### src/design/lfwnp_pkg.sv
`timescale 1ns / 1ps

package lfwnp_pkg;

	localparam int MAG_W      = 47;
	localparam int MANT_W     = 48;
	localparam int FRAC_W     = 4;
	localparam int CHARS_W    = 4;
	localparam int LEN_OUT_W  = 6;
	localparam int CFG_W      = 7;

	localparam logic [MAG_W-1:0] MANT_LIMIT = MAG_W'(64'd99999999999999);

	localparam logic [7:0] CH_LF    = 8'h0A;
	localparam logic [7:0] CH_CR    = 8'h0D;
	localparam logic [7:0] CH_PLUS  = 8'h2B;
	localparam logic [7:0] CH_MINUS = 8'h2D;
	localparam logic [7:0] CH_DOT   = 8'h2E;
	localparam logic [7:0] CH_ZERO  = 8'h30;
	localparam logic [7:0] CH_NINE  = 8'h39;

	localparam logic [1:0] PH_SEARCH = 2'd0;
	localparam logic [1:0] PH_TOKEN  = 2'd1;
	localparam logic [1:0] PH_FOUND  = 2'd2;

	localparam logic [FRAC_W-1:0] FRAC_MAX = 4'd15;

	typedef struct packed {
		logic [1:0]         phase;
		logic [CHARS_W-1:0] chars;
		logic [MAG_W-1:0]   mag;
		logic               neg;
		logic [1:0]         dots;
		logic [FRAC_W-1:0]  frac;
		logic               seen;
	} tok_t;

	typedef struct packed {
		logic advance;
		logic restart;
		logic scan;
		logic finish;
	} tok_ctrl_t;

	typedef struct packed {
		logic                     weight_valid;
		logic signed [MANT_W-1:0] weight_mantissa;
		logic [FRAC_W-1:0]        fraction_digits;
		logic [LEN_OUT_W-1:0]     frame_length;
	} result_t;

endpackage

### src/design/lfwnp_token.sv
`timescale 1ns / 1ps

module lfwnp_token import lfwnp_pkg::*; #(
	parameter int NUMBER_BUFFER = 16
) (
	input  logic              clk,
	input  logic              arst_n,
	input  tok_ctrl_t         ctrl,
	input  logic [7:0]        data_byte,
	output logic              num_valid,
	output logic signed [MANT_W-1:0] num_mantissa,
	output logic [FRAC_W-1:0] num_frac
);

	localparam logic [CHARS_W-1:0] CHARS_CAP = CHARS_W'(NUMBER_BUFFER - 1);

	tok_t tok_q;
	tok_t base;
	tok_t scanned;

	function automatic logic is_digit(input logic [7:0] b);
		return (b >= CH_ZERO) && (b <= CH_NINE);
	endfunction

	// Take one digit or dot into the token.
	function automatic tok_t take_char(input tok_t t, input logic [7:0] b);
		tok_t r;
		logic [MAG_W+3:0] wide;
		logic [MAG_W+3:0] sum;
		r = t;
		wide = {4'b0, t.mag};
		sum = (wide << 3) + (wide << 1) + (MAG_W+4)'(b - CH_ZERO);
		r.chars = t.chars + 1'b1;
		if (is_digit(b)) begin
			r.seen = 1'b1;
			if (t.dots < 2'd2) begin
				r.mag = (sum > (MAG_W+4)'(MANT_LIMIT)) ? MANT_LIMIT : sum[MAG_W-1:0];
				if (t.dots == 2'd1 && t.frac < FRAC_MAX) begin
					r.frac = t.frac + 1'b1;
				end
			end
		end else if (t.dots < 2'd2) begin
			r.dots = t.dots + 1'b1;
		end
		return r;
	endfunction

	function automatic tok_t scan_byte(input tok_t t, input logic [7:0] b);
		tok_t r;
		tok_t fresh;
		logic dig;
		logic handled;
		r = t;
		fresh = '0;
		dig = is_digit(b);
		handled = 1'b0;
		if (t.phase == PH_TOKEN) begin
			if (t.chars < CHARS_CAP && (dig || b == CH_DOT)) begin
				r = take_char(t, b);
				handled = 1'b1;
			end else if (t.seen) begin
				r.phase = PH_FOUND;
				handled = 1'b1;
			end else begin
				// sign with dots only: drop it and look at this byte again
				r = fresh;
			end
		end
		if (!handled && r.phase == PH_SEARCH) begin
			if (b == CH_PLUS || b == CH_MINUS) begin
				r = fresh;
				r.phase = PH_TOKEN;
				r.neg = (b == CH_MINUS);
				r.chars = CHARS_W'(1);
			end else if (dig) begin
				fresh.phase = PH_TOKEN;
				r = take_char(fresh, b);
			end
		end
		return r;
	endfunction

	assign base = ctrl.restart ? tok_t'('0) : tok_q;
	assign scanned = ctrl.scan ? scan_byte(base, data_byte) : base;

	always_ff @(posedge clk or negedge arst_n) begin
		if (!arst_n) begin
			tok_q <= '0;
		end else if (ctrl.advance) begin
			tok_q <= ctrl.finish ? tok_t'('0) : scanned;
		end
	end

	assign num_valid = (base.phase == PH_FOUND) || (base.phase == PH_TOKEN && base.seen);

	always_comb begin
		num_mantissa = '0;
		num_frac = '0;
		if (num_valid) begin
			num_mantissa = base.neg ? -$signed({1'b0, base.mag}) : $signed({1'b0, base.mag});
			num_frac = base.frac;
		end
	end

endmodule

### src/design/lfwnp_out_buf.sv
`timescale 1ns / 1ps

module lfwnp_out_buf import lfwnp_pkg::*; (
	input  logic    clk,
	input  logic    arst_n,
	input  logic    load,
	input  result_t load_data,
	output logic    free,
	output logic    out_valid,
	input  logic    out_ready,
	output result_t data
);

	logic    valid_q;
	result_t data_q;

	assign free = !valid_q || out_ready;

	always_ff @(posedge clk or negedge arst_n) begin
		if (!arst_n) begin
			valid_q <= 1'b0;
		end else if (load) begin
			valid_q <= 1'b1;
		end else if (out_ready) begin
			valid_q <= 1'b0;
		end
	end

	always_ff @(posedge clk) begin
		if (load) begin
			data_q <= load_data;
		end
	end

	assign out_valid = valid_q;
	assign data = data_q;

endmodule

### src/design/line_framed_weight_number_parser.sv
`timescale 1ns / 1ps

// Channel  | handshake             | payload
// ---------+-----------------------+------------------------------------------------
// in       | in_valid / in_ready   | command, data_byte
// out      | out_valid / out_ready | weight_valid, weight_mantissa, fraction_digits,
//          |                       | frame_length
// cfg      | cfg_write_en          | cfg_write_data (max_frame_len)
//
// One transaction a cycle on the input while in_ready is high; a newline's result
// passes the input register, then the result register.
// The parse step into the token state is one saturating multiply-by-ten add.
// Reset clears the frame, the token state and max_frame_len to 64.
// A full result register with out_ready low holds a newline in the input register
// and the input behind it; bytes that give no result never wait on the output.

module line_framed_weight_number_parser import lfwnp_pkg::*; #(
	parameter int FRAME_BUFFER_BYTES = 64,
	parameter int NUMBER_BUFFER      = 16
) (
	input  logic                     clk,
	input  logic                     arst_n,
	input  logic                     in_valid,
	output logic                     in_ready,
	input  logic                     command,
	input  logic [7:0]               data_byte,
	output logic                     out_valid,
	input  logic                     out_ready,
	output logic                     weight_valid,
	output logic signed [MANT_W-1:0] weight_mantissa,
	output logic [FRAC_W-1:0]        fraction_digits,
	output logic [LEN_OUT_W-1:0]     frame_length,
	input  logic                     cfg_write_en,
	input  logic [CFG_W-1:0]         cfg_write_data
);

	localparam int CNT_W = $clog2(FRAME_BUFFER_BYTES + 1);
	localparam int CMP_W = (CNT_W > CFG_W) ? CNT_W : CFG_W;
	localparam int LEN_W = (CNT_W > LEN_OUT_W) ? CNT_W : LEN_OUT_W;
	localparam logic [CNT_W-1:0] FRAME_FULL = CNT_W'(FRAME_BUFFER_BYTES);

	logic [CFG_W-1:0] max_frame_len_q;

	// input register
	logic       valid_s1;
	logic       command_s1;
	logic [7:0] data_byte_s1;

	// frame state
	logic [CNT_W-1:0] byte_count_q;
	logic             last_ret_q;

	logic             is_data;
	logic             is_newline;
	logic             frame_full;
	logic [CNT_W-1:0] count_base;
	logic             ret_base;
	logic [LEN_W-1:0] len_wide;
	logic             buf_free;
	logic             advance;
	logic             load_result;
	tok_ctrl_t        tok_ctrl;
	logic             num_valid;
	logic signed [MANT_W-1:0] num_mantissa;
	logic [FRAC_W-1:0] num_frac;
	result_t          result;
	result_t          out_data;

	always_ff @(posedge clk or negedge arst_n) begin
		if (!arst_n) begin
			max_frame_len_q <= CFG_W'(64);
		end else if (cfg_write_en) begin
			max_frame_len_q <= cfg_write_data;
		end
	end

	assign is_data    = !command_s1;
	assign is_newline = is_data && (data_byte_s1 == CH_LF);

	// Advance unless a newline result has nowhere to go.
	assign advance     = valid_s1 && (!is_newline || buf_free);
	assign load_result = advance && is_newline;
	assign in_ready    = !valid_s1 || advance;

	always_ff @(posedge clk or negedge arst_n) begin
		if (!arst_n) begin
			valid_s1 <= 1'b0;
		end else if (in_ready) begin
			valid_s1 <= in_valid;
		end
	end

	always_ff @(posedge clk) begin
		if (in_ready && in_valid) begin
			command_s1   <= command;
			data_byte_s1 <= data_byte;
		end
	end

	// A frame that filled the buffer with no newline is dropped before this byte.
	assign frame_full = byte_count_q >= FRAME_FULL;
	assign count_base = frame_full ? '0 : byte_count_q;
	assign ret_base   = frame_full ? 1'b0 : last_ret_q;

	always_ff @(posedge clk or negedge arst_n) begin
		if (!arst_n) begin
			byte_count_q <= '0;
			last_ret_q   <= 1'b0;
		end else if (advance) begin
			if (!is_data || is_newline) begin
				byte_count_q <= '0;
				last_ret_q   <= 1'b0;
			end else begin
				byte_count_q <= count_base + 1'b1;
				last_ret_q   <= (data_byte_s1 == CH_CR);
			end
		end
	end

	always_comb begin
		tok_ctrl.advance = advance;
		tok_ctrl.restart = frame_full && is_data;
		tok_ctrl.scan    = is_data && !is_newline &&
			(CMP_W'(count_base) < CMP_W'(max_frame_len_q));
		tok_ctrl.finish  = !is_data || is_newline;
	end

	lfwnp_token #(
		.NUMBER_BUFFER (NUMBER_BUFFER)
	) u_token (
		.clk          (clk),
		.arst_n       (arst_n),
		.ctrl         (tok_ctrl),
		.data_byte    (data_byte_s1),
		.num_valid    (num_valid),
		.num_mantissa (num_mantissa),
		.num_frac     (num_frac)
	);

	// Drop one trailing carriage return from the reported length.
	assign len_wide = LEN_W'(count_base) - LEN_W'(ret_base);

	always_comb begin
		result.weight_valid    = num_valid;
		result.weight_mantissa = num_mantissa;
		result.fraction_digits = num_frac;
		result.frame_length    = len_wide[LEN_OUT_W-1:0];
	end

	lfwnp_out_buf u_out_buf (
		.clk       (clk),
		.arst_n    (arst_n),
		.load      (load_result),
		.load_data (result),
		.free      (buf_free),
		.out_valid (out_valid),
		.out_ready (out_ready),
		.data      (out_data)
	);

	assign weight_valid    = out_data.weight_valid;
	assign weight_mantissa = out_data.weight_mantissa;
	assign fraction_digits = out_data.fraction_digits;
	assign frame_length    = out_data.frame_length;

endmodule
### config.mk
export PLATFORM = sky130hd
export DESIGN_NAME = line_framed_weight_number_parser
export DESIGN_NICKNAME = d
export VERILOG_FILES = /design/src/design/lfwnp_pkg.sv /design/src/design/lfwnp_token.sv /design/src/design/lfwnp_out_buf.sv /design/src/design/line_framed_weight_number_parser.sv
export SDC_FILE = /design/constraint.sdc
export NUM_CORES = 1
export LEC_CHECK = 0
export BUFFER_PORTS_ARGS = -buffer_cell sky130_fd_sc_hd__clkbuf_2
export CORE_ASPECT_RATIO = 1.1
export CORE_MARGIN = 2
export CORE_UTILIZATION = 45
export CTS_CLUSTER_SIZE = 20
export DETAILED_ROUTE_END_ITERATION = 10
export GPL_TIMING_DRIVEN = 0
export SLEW_MARGIN = 20
export SYNTH_ARGS = -nofsm -noshare
export SYNTH_HDL_FRONTEND = slang
export SYNTH_SLANG_ARGS = --single-unit
### constraint.sdc
create_clock -name clk -period 5.75 [get_ports clk]
set_input_delay 1.725 -clock clk [delete_from_list [all_inputs] [get_ports clk]]
set_output_delay 1.725 -clock clk [all_outputs]
set_load 0.01 [all_outputs]
==> results of run 1 <==
## per-stage QoR
step | util, % | setup TNS, ns
floorplan | - | 0
global placement | 48.8 | -137.31
detailed placement | 49.0 | -104.47
CTS | 54.9 | -3.54
global route | 56.7 | -6.69
finish | 56.7 | -1.73
## layout make-up
class	count	area, um2	area share, %
plain buffers	72	492	2.92
multi-input cells	1348	9920	59.0
inverters	76	289	1.72
clock inverters	14	111	0.662
well taps	374	468	2.78
clock buffers	18	439	2.61
repair buffers	161	1090	6.50
repair inverters	1	7.51	0.0447
flip-flops and latches	146	4000	23.8
## registers in the layout, summed over array words and instances (netlist names)
register	flops
u_token.tok_q	61
u_out_buf.data	59
data_byte_s1	8
byte_count_q	7
max_frame_len_q	7
command_s1	1
last_ret_q	1
u_out_buf.out_valid	1
valid_s1	1
## layer usage
| metal | track usage (%) | wire (um) |
|---|---|---|
| met5 | 0 | 0 |
| met4 | 15.1 | 2480 |
| met1 | 43.2 | 21800 |
| met2 | 51.4 | 22700 |
| met3 | 5.87 | 3820 |
## worst max-delay path by stage
stage | cells past startpoint | end | from
final | 25 | u_token.tok_q[22]$_DFFE_PN0P_ | command_s1$_DFFE_PP_
after global routing | 24 | u_token.tok_q[44]$_DFFE_PN0P_ | command_s1$_DFFE_PP_
after CTS | 26 | u_token.tok_q[19]$_DFFE_PN0P_ | command_s1$_DFFE_PP_
after detailed placement | 23 | u_token.tok_q[11]$_DFFE_PN0P_ | command_s1$_DFFE_PP_
after global placement | 23 | u_token.tok_q[10]$_DFFE_PN0P_ | command_s1$_DFFE_PP_
after floorplan | 25 | u_token.tok_q[19]$_DFFE_PN0P_ | command_s1$_DFFE_PP_
## repair_timing
item / CTS / global route
gates resized for setup: 167 / 85
endpoints found under the setup margin: 47 / 46
pin swaps: 53 / 46
gates cloned: 3 / 0
buffers inserted: 52 / 23
## power by group
part           internal, mW  switching [mW]
combinational         0.395           0.662
sequential             1.11          0.0256
clock                 0.602           0.470
total                  2.11            1.16
## synthesized netlist by cell type (5+ instances only)
| cell | number | area, um2 |
|---|---|---|
| a211o_1 | 8 | 70.1 |
| a211oi_1 | 16 | 120 |
| a21boi_0 | 8 | 60.1 |
| a21o_1 | 20 | 150 |
| a21oi_1 | 140 | 701 |
| a221oi_1 | 9 | 78.8 |
| a22o_1 | 13 | 114 |
| a22oi_1 | 12 | 90.1 |
| a31oi_1 | 10 | 62.6 |
| a32o_1 | 5 | 50.1 |
| and2_1 | 36 | 225 |
| and3_1 | 10 | 62.6 |
| and4_1 | 5 | 43.8 |
| buf_1 | 6 | 22.5 |
| buf_2 | 13 | 65.1 |
| clkbuf_1 | 57 | 214 |
| dfrtp_1 | 77 | 1930 |
| edfxtp_1 | 68 | 2040 |
| fa_1 | 46 | 921 |
| ha_1 | 69 | 863 |
| inv_1 | 76 | 285 |
| nand2_1 | 213 | 800 |
| nand2b_1 | 10 | 62.6 |
| nand3_1 | 34 | 170 |
| nand4_1 | 39 | 244 |
| nor2_1 | 161 | 604 |
| nor2b_1 | 20 | 125 |
| nor3_1 | 50 | 250 |
| nor3b_1 | 6 | 45.0 |
| nor4_1 | 15 | 93.8 |
| o211ai_1 | 10 | 75.1 |
| o21a_1 | 14 | 105 |
| o21ai_0 | 116 | 581 |
| o21ai_1 | 12 | 60.1 |
| o21bai_1 | 9 | 67.6 |
| o22ai_1 | 8 | 50.1 |
| o31ai_1 | 33 | 248 |
| o41ai_1 | 13 | 114 |
| or3_1 | 12 | 75.1 |
| or4_1 | 8 | 60.1 |
| xnor2_1 | 35 | 307 |
| xor2_1 | 40 | 350 |
## worst register-to-register path: cells and delay by family (launching register included)
| kind | cells | cell delay (ns) |
|---|---|---|
| adder cells (fa/ha/maj) | 2 | 0.81 |
| flip-flops | 1 | 0.43 |
| AND/OR/NAND/NOR | 5 | 1.03 |
| buffers and inverters | 9 | 1.33 |
| AO/OA/AOI/OAI | 9 | 2.12 |
## cell families after synthesis
group / Yosys count / synth area share (%)
muxes: 8 / 0.627
AOI/OAI and AO/OA: 502 / 24.3
xor gates and xnor gates: 75 / 4.84
DFF: 146 / 29.5
other: 1 / 0.0277
adders and majority gates: 115 / 13.2
and+or+nand+nor: 647 / 22.9
buffers and inverters: 158 / 4.68
==> reports/metrics.yaml, run 1 <==
outcome: "finished, violations left"
violations: "negative setup slack"
drcViolationCount: 0
clock_path_buffers: 2
cts_tree: "yes"
htree_levels: 4
drt_iter0_drc: 1302
synth-edff-count: 68
synthCells: 1652
grt_first_pass_wirelength_um: 77800
portBuffers: 81
synth_area_um2: 13600
placed_cell_area_um2: 14500
rows: 66
overflow: 0
antenna_found_initial: 1
synth_fp_nets: 1788
coreArea_um2: 29600
r2r_end: "u_token.tok_q[22]$_DFFE_PN0P_"
finalMaxSlewViolations: 0
insertion_delay_ns: 0.44
io_pins: 82
drive_above_1_share_pct: 21.1
die_w_um: 170
mostFrequentLayoutCells: "nand2_1 (205), nor2_1 (157), a21oi_1 (123), o21ai_0 (97), clkbuf_2 (82)"
num_vias: 13816
synthDistinctLibCells: 91
crit_path_end_kind: "flop"
critPathRequiredTime_ns: 6.08
die-area_um2: 31500
reg2regPathDepth: 25
grt_max_degree: 79
grt.total_usage_pct: 32.5
rsz0062_at_grt: "true"
worst-setup-path-type: "flop to flop"
instances_no_fill: 2210
gp_congestion: 0.994
crit_family: "compound AO/OA/AOI/OAI gates"
initial_utilization_pct: 45.7
post-route-min-period_ns: 5.87
hold_depth: 1
setup_viol: 37
layout.nets: 1959
crit_arrival_ns: 6.20
cp_slowest_stage_delay_ns: 0.56
root_buffer: "clkbuf_16"
yosys_warnings: 0
synth.ff_latch_count: 146
critPathLaunchType: "flop"
fin_crit_sh_pct: 102
ir_drop_mv: 0.183
cts.hold.buffers_added: 0
clkSinkCount: 146
dieHeight_um: 186
power.density_nw_per_um2: 194
holdWs_ns: 0.480
avgRoutedWirePerCell_um: 23.0
hpwl_um: 39300
path_buf_inv: 9
nFillCells: 2726
min_from: "byte_count_q[5]$_DFFE_PN0P_"
path_max_fanout: 6
fmax_ghz: 0.170
path_clk_slew_ns: 0.07
synth.avg_cell_area_um2: 8.21
syn_to_final_growth_pct: 24.0
hold_path.class: "flop to flop"
min_to: "byte_count_q[5]$_DFFE_PN0P_"
numCtsBuffers: 17
dr.pass1.iters: 5
ant_nets: 0
diodes: 0
final_area_um2: 16800
finClkSkew_ns: 0.0132
timing.rr.start: "command_s1$_DFFE_PP_"
reg2reg_slack_ns: -0.12
hold_viol_final: 0
synth-seq-area-share_pct: 29.5
dp_cells: 2110
final_common_cell: "nand2_1"
avgViaCountPerCell: 6.25
p_leak_nw: 7.13
dpl_worst_slack_ns: -2.56
routed_wl_um: 50900
synth-async-reset-ratio_pct: 53.4
critPathSlowestCell: "or4_4"
worst_pin_slew_ns: 1.09
grt_pass1_vias: 13284
drv_cap: 0
setup_ws_ns: -0.119
finalPower_mw: 3.27
synth_flop_cell: "dfrtp_1"
relSlewSlack_pct: 26.5
No activity file was read; power rests on OpenSTA's default activity.
==> run 2: changes to the inputs <==
Settings changed: CELL_PAD_IN_SITES_DETAIL_PLACEMENT set to 1, CELL_PAD_IN_SITES_GLOBAL_PLACEMENT set to 2, CORE_UTILIZATION 45 to 35, PLACE_DENSITY_LB_ADDON set to 0.3.
Clock period 5.75 ns to 4.7 ns, I/O delays scaled along.
==> run 2 against run 1 <==
- the flow still finishes with violations (negative setup slack)
- sequential cell count stayed put
- routed wire length is 11% higher
- worst setup slack worse by 1.1 ns
- core utilization is 12 points lower
- hold slack better by 0.0029 ns
- non-clock buffer count is 4 lower
- first-iteration DRC count is 24% lower
- combinational power is 25% higher
- cell count is 5.6% higher
- total power is 22% higher
- highest routed layer unchanged
- largest power group unchanged
- critical path depth stayed put
==> reports/metrics.yaml, run 2 (synthesis gave the netlist of run 1 again) <==
grt.total_usage_pct: 28.3
seqPwrFrac_pct: 35.0
nFillCells: 4447
drt_iter0_drc: 996
dr.pass1.iters: 5
min_from: "byte_count_q[5]$_DFFE_PN0P_"
layout.nets: 1955
relSlewSlack_pct: 25.3
power.density_nw_per_um2: 234
num_vias: 13896
min_to: "byte_count_q[5]$_DFFE_PN0P_"
numCtsBuffers: 17
worst-setup-path-type: "flop to flop"
cts_tree: "yes"
crit_arrival_ns: 6.25
finalPower_mw: 3.99
rows: 75
grt_first_pass_wirelength_um: 86100
finalMaxSlewViolations: 0
root_buffer: "clkbuf_16"
internal-power_mw: 2.58
critPathRequiredTime_ns: 5.04
hold_viol_final: 0
drcViolationCount: 0
p_sw_share_pct: 35.3
reg2reg_slack_ns: -1.21
regMostFlops: "u_token.tok_q"
die_w_um: 192
path_max_fanout: 8
hpwl_um: 44300
htree_levels: 4
avgRoutedWirePerCell_um: 24.1
reg2regPathDepth: 25
r2r_end: "u_token.tok_q[22]$_DFFE_PN0P_"
path_clk_slew_ns: 0.06
rsz0062_at_grt: "true"
gp_congestion: 0.960
grt_max_degree: 79
cp_common_cell: "clkbuf_16"
ant_nets: 0
cp_slowest_stage_delay_ns: 0.56
avgViaCountPerCell: 5.96
insertion_delay_ns: 0.45
coreArea_um2: 38200
drive_above_1_share_pct: 21.8
finClkSkew_ns: 0.0121
multi_input_area_um2: 9980
final_area_um2: 17100
setup_ws_ns: -1.21
portBuffers: 81
initial_utilization_pct: 35.5
antenna_found_initial: 0
die-area_um2: 40300
largest_reg_flops: 61
crit_path_end_kind: "flop"
layout.area.seq_um2: 4000
worst_pin_slew_ns: 1.11
final_common_cell: "nand2_1"
pwr-share-comb_pct: 33.2
critPathLaunchType: "flop"
hold_depth: 1
ir_drop_mv: 0.247
p_leak_nw: 7.09
fmax_ghz: 0.169
placed_cell_area_um2: 14900
overflow: 0
p_sw_mw: 1.41
violations: "negative setup slack"
routed_wl_um: 56300
post-route-min-period_ns: 5.91
pwr-share-clk_pct: 31.8
hold_path.class: "flop to flop"
outcome: "finished, violations left"
syn_to_final_growth_pct: 25.9
grt_pass1_vias: 14275
clock_path_buffers: 2
setup_viol: 47
drv_cap: 0
dieHeight_um: 210
critPathSlowestCell: "or4_4"
timing.rr.start: "command_s1$_DFFE_PP_"
cts.hold.buffers_added: 0
clkSinkCount: 146
io_pins: 82
fin_crit_sh_pct: 126
mostFrequentLayoutCells: "nand2_1 (204), nor2_1 (152), a21oi_1 (119), o21ai_0 (97), clkbuf_2 (84)"
run 2: cell count changes in the layout (fill, tap and decap cells not counted), moves of 5 or more:
cell,delta
a21oi_2,+5
buf_4,-8
nor2_1,-5
o21ai_1,-5
buf_12,+5
o21ai_2,+5
clkbuf_1,+6
run 2: repair_timing:
action	in CTS	in global routing
setup buffers	55	11
pin swaps	60	28
endpoints found under the setup margin	57	54
gates cloned	4	0
gates resized for setup	159	74
run 2: power by group through the flow:
| stage | combinational (mW) | sequential [mW] | clock (mW) |
|---|---|---|---|
| 2_1_floorplan | 0.728 | 1.41 | 0 |
| 3_3_place_gp | 1.03 | 1.42 | 0 |
| 3_5_place_dp | 1.05 | 1.42 | 0 |
| 4_1_cts | 1.26 | 1.40 | 1.28 |
| 5_1_grt | 1.44 | 1.40 | 1.33 |
| 6_report | 1.32 | 1.40 | 1.27 |
run 2: per-stage QoR:
step                instances  TNS [ns]  setup WS [ns]  util (%)  hold WS, ns
detailed placement       2236   -128.41          -3.08      38.9        0.477
floorplan                1652    -32.48         -0.777         -        0.442
global route             2332    -58.95          -1.35      44.7        0.502
finish                   2333    -51.11          -1.21      44.7        0.483
global placement         2233   -128.80          -3.04      38.8        0.466
CTS                      2325    -51.25          -1.17      43.7        0.486
run 2: worst max path at each step:
stage	end	cells after the start	slack [ns]	start
after floorplan	u_token.tok_q[19]$_DFFE_PN0P_	20	-0.78	data_byte_s1[4]$_DFFE_PP_
after global routing	u_token.tok_q[22]$_DFFE_PN0P_	25	-1.35	command_s1$_DFFE_PP_
final	u_token.tok_q[22]$_DFFE_PN0P_	25	-1.21	command_s1$_DFFE_PP_
after CTS	u_token.tok_q[33]$_DFFE_PN0P_	24	-1.17	command_s1$_DFFE_PP_
after global placement	u_token.tok_q[52]$_DFFE_PN0P_	23	-3.04	command_s1$_DFFE_PP_
after detailed placement	u_token.tok_q[52]$_DFFE_PN0P_	23	-3.08	command_s1$_DFFE_PP_
run 2: per-layer routing:
metal  part of all wire, %  global-route usage, %  vias up
li1                      -                      -     6379
met4                   4.0                   11.5        0
met3                   4.8                   3.41      113
met2                    47                   46.2      385
met1                    44                   38.0     7019
met5                     0                      0        -
run 2: layout make-up:
cell class                      instances  share of cell area (%)
Buffer                                 76                    3.33
Inverter                               76                    1.69
Clock buffer                           25                    2.67
Tap cell                              500                    3.66
Sequential cell                       146                    23.4
Timing Repair inverter                  1                  0.0440
Timing Repair Buffer                  153                    6.35
Antenna cell                            1                  0.0147
Multi-Input combinational cell       1348                    58.5
Clock inverter                          7                   0.359
run 2: worst max-delay path, delay by kind of cell, from the launching register on:
kind	cells	cell delay, ns
AO/OA/AOI/OAI	8	1.78
buffers and inverters	9	1.42
AND/OR/NAND/NOR	6	1.39
adder cells (fa/ha/maj)	2	0.76
flip-flops	1	0.43
==> run 3: changes to the inputs <==
Settings changed: CORE_UTILIZATION 35 to 39, GPL_ROUTABILITY_DRIVEN set to 1, SYNTH_HIERARCHICAL set to 1.
Clock period 4.7 ns to 5.45 ns, I/O delays scaled along.
==> run 3 against run 2 <==
- the flow still finishes with violations (negative setup slack)
- sequential share of layout area grew 0.12 points
- area after synthesis shrank 1.3%
- register-to-register slack gained 0.64 ns
- largest power group is now clock
- worst setup slack gained 0.64 ns
- sequential cell count is the same
- critical endpoint is now u_token/tok_q[39]$_DFFE_PN0P_
- first-iteration DRC count shrank 3.5%
- synthesized cell count shrank 5.4%
- largest cell class unchanged
==> reports/metrics.yaml, run 3 <==
clkSinkCount: 146
syn_to_final_growth_pct: 27.0
hold_path.class: "flop to flop"
rows: 71
critPathRequiredTime_ns: 5.85
synth_fp_nets: 1697
dr.pass1.iters: 7
synth_area_um2: 13400
insertion_delay_ns: 0.46
worst_pin_slew_ns: 1.05
dpl_worst_slack_ns: -2.61
post-route-util_pct: 49.9
setup_ws_ns: -0.564
antenna_found_initial: 0
die_w_um: 181
drcViolationCount: 0
synthTopCellsByCount: "nor2_1 (177), nand2_1 (154), a21oi_1 (115)"
synthDistinctLibCells: 98
synth-async-reset-ratio_pct: 53.4
drt_iter0_drc: 961
synthMuxAreaShare_pct: 0.795
ir_drop_mv: 0.250
crit_path_end_kind: "flop"
finalMaxSlewViolations: 0
synth.ff_latch_count: 146
coreArea_um2: 34000
yosys_warnings: 6
worst-setup-path-type: "flop to flop"
synth-xor-area-share_pct: 5.70
grt.total_usage_pct: 30.0
mostFrequentLayoutCells: "nor2_1 (170), nand2_1 (147), a21oi_1 (96), o21ai_0 (83), buf_4 (82)"
gp_congestion: 0.932
avgRoutedWirePerCell_um: 24.8
yosysMostFrequentCell: "nor2_1"
violations: "negative setup slack"
synth_flop_cell: "dfrtp_1"
drv_cap: 0
outcome: "finished, violations left"
fmax_ghz: 0.166
initial_utilization_pct: 39.3
clock_path_buffers: 2
synth-simple-area-share_pct: 21.6
fin_crit_sh_pct: 110
rsz0062_at_grt: "true"
path_clk_slew_ns: 0.06
io_pins: 82
relSlewSlack_pct: 30.0
grt_pass1_vias: 13645
synthCells: 1562
cts_tree: "yes"
dieHeight_um: 198
critPathLaunchType: "flop"
post-synth-top-area-fraction_pct: 15.3
layout.nets: 1885
die-area_um2: 35800
grt_max_degree: 79
setup_viol: 47
routed_wl_um: 54600
grt_first_pass_wirelength_um: 82300
avgViaCountPerCell: 6.14
synth.avg_cell_area_um2: 8.56
drive_above_1_share_pct: 24.2
overflow: 0
synth_compound_area_share_pct: 24.3
portBuffers: 81
post-route-min-period_ns: 6.01
diodes: 0
synth-seq-area-share_pct: 29.9
num_vias: 13508
finClkSkew_ns: 0.0107
largest_reg_flops: 61
finalPower_mw: 3.43
ant_nets: 0
root_buffer: "clkbuf_16"
numCtsBuffers: 17
hold_viol_final: 0
synthAdderAreaFrac_pct: 13.2
hpwl_um: 40200
final_common_cell: "nor2_1"
synth-edff-count: 68
yosysTopAreaCell: "edfxtp_1"
path_max_fanout: 8
htree_levels: 4
cts.hold.buffers_added: 0
p_leak_nw: 7.14
synth_top_family_by_area: "compound AO/OA/AOI/OAI gates"
crit_arrival_ns: 6.41
regMostFlops: "u_token/tok_q"
netlist_top_cells_area: "edfxtp_1 (15%), dfrtp_1 (14%), fa_1 (6.9%)"
power.density_nw_per_um2: 202
==> run 3: path summary, 6_finish.rpt <==
check,start,end,slack (ns),depth (start not counted)
max,byte_count_q[6]$_DFFE_PN0P_,u_token/tok_q[39]$_DFFE_PN0P_,-0.56,24
min,byte_count_q[0]$_DFFE_PN0P_,byte_count_q[0]$_DFFE_PN0P_,0.51,2
max reg2reg,byte_count_q[6]$_DFFE_PN0P_,u_token/tok_q[39]$_DFFE_PN0P_,-0.56,24
min reg2reg,byte_count_q[0]$_DFFE_PN0P_,byte_count_q[0]$_DFFE_PN0P_,0.51,2
max in group asynchronous,arst_n,max_frame_len_q[6]$_DFFE_PN1P_,3.85,2
min in group asynchronous,arst_n,u_token/tok_q[10]$_DFFE_PN0P_,1.19,2
==> run 3: report_power, final <==
group	switching, mW	internal, mW	total, mW
Sequential	0.0366	1.18	1.22
Combinational	0.598	0.339	0.937
Clock	0.503	0.776	1.28
Total	1.14	2.29	3.43
==> run 3: logic make-up (layout without fill, tap and decap cells) <==
logic type	count (synthesis)	after routing
AOI/OAI and AO/OA	477	477
and+or+nand+nor	585	585
xor gates and xnor gates	87	87
adders and majority gates	114	114
buffers and inverters	142	343
other	1	1
muxes	10	10
DFF	146	146
==> run 3: critical path, stage by stage (launching register included) <==
cell and delay (ns):
dfrtp_2 0.44, nor2b_4 0.16, clkbuf_16 0.16, buf_12 0.12, buf_12 0.14, clkbuf_16 0.19, nor2b_4 0.19, fa_2 0.50
fa_2 0.45, a211oi_4 0.39, o21ai_4 0.15, a22oi_2 0.25, buf_4 0.17, a221o_1 0.25, nand2_2 0.13, buf_12 0.16
xor2_4 0.20, nand4_1 0.17, and4b_1 0.35, nand3_1 0.09, or4_4 0.56, buf_8 0.16, a21oi_4 0.22, buf_6 0.18
a22o_1 0.13
==> run 3: stage by stage <==
stage / cells / instance area (um2) / TNS [ns] / hold slack (ns)
2_1_floorplan: 1562 / 13500 / -23.51 / 0.457
3_3_place_gp: 2081 / 14400 / -243.86 / 0.475
3_5_place_dp: 2087 / 14500 / -124.15 / 0.500
4_1_cts: 2185 / 16500 / -18.57 / 0.511
5_1_grt: 2201 / 17000 / -27.03 / 0.534
6_report: 2201 / 17000 / -21.75 / 0.507
==> run 3: area by class of cell <==
type                    count  area, um2
plain buffers              68        507
clock buffers              19        443
clock inverters            13        185
fillers                  3955      17000
inverters                  64        246
multi-input cells        1274       9780
flip-flops and latches    146       4000
well taps                 438        548
repair buffers            177       1270
repair inverters            2       15.0
==> run 3: per-layer routing <==
| layer | wire [um] | GRT usage, % | vias up | share of wire (%) |
|---|---|---|---|---|
| met5 | 0 | 0 | - | 0 |
| met2 | 26900 | 51.2 | 394 | 49 |
| met1 | 23200 | 38.4 | 6884 | 43 |
| met4 | 2450 | 13.6 | 0 | 4.5 |
| met3 | 2030 | 3.18 | 127 | 3.7 |
| li1 | - | - | 6103 | - |
==> run 3: what timing repair did <==
item                                   4_1_cts  5_1_grt
setup endpoints to repair                   67       47
endpoints found under the hold margin        0        0
buffers inserted                            66       21
pin swaps                                   52       46
cloned                                       5        2
resized for setup                          172       92
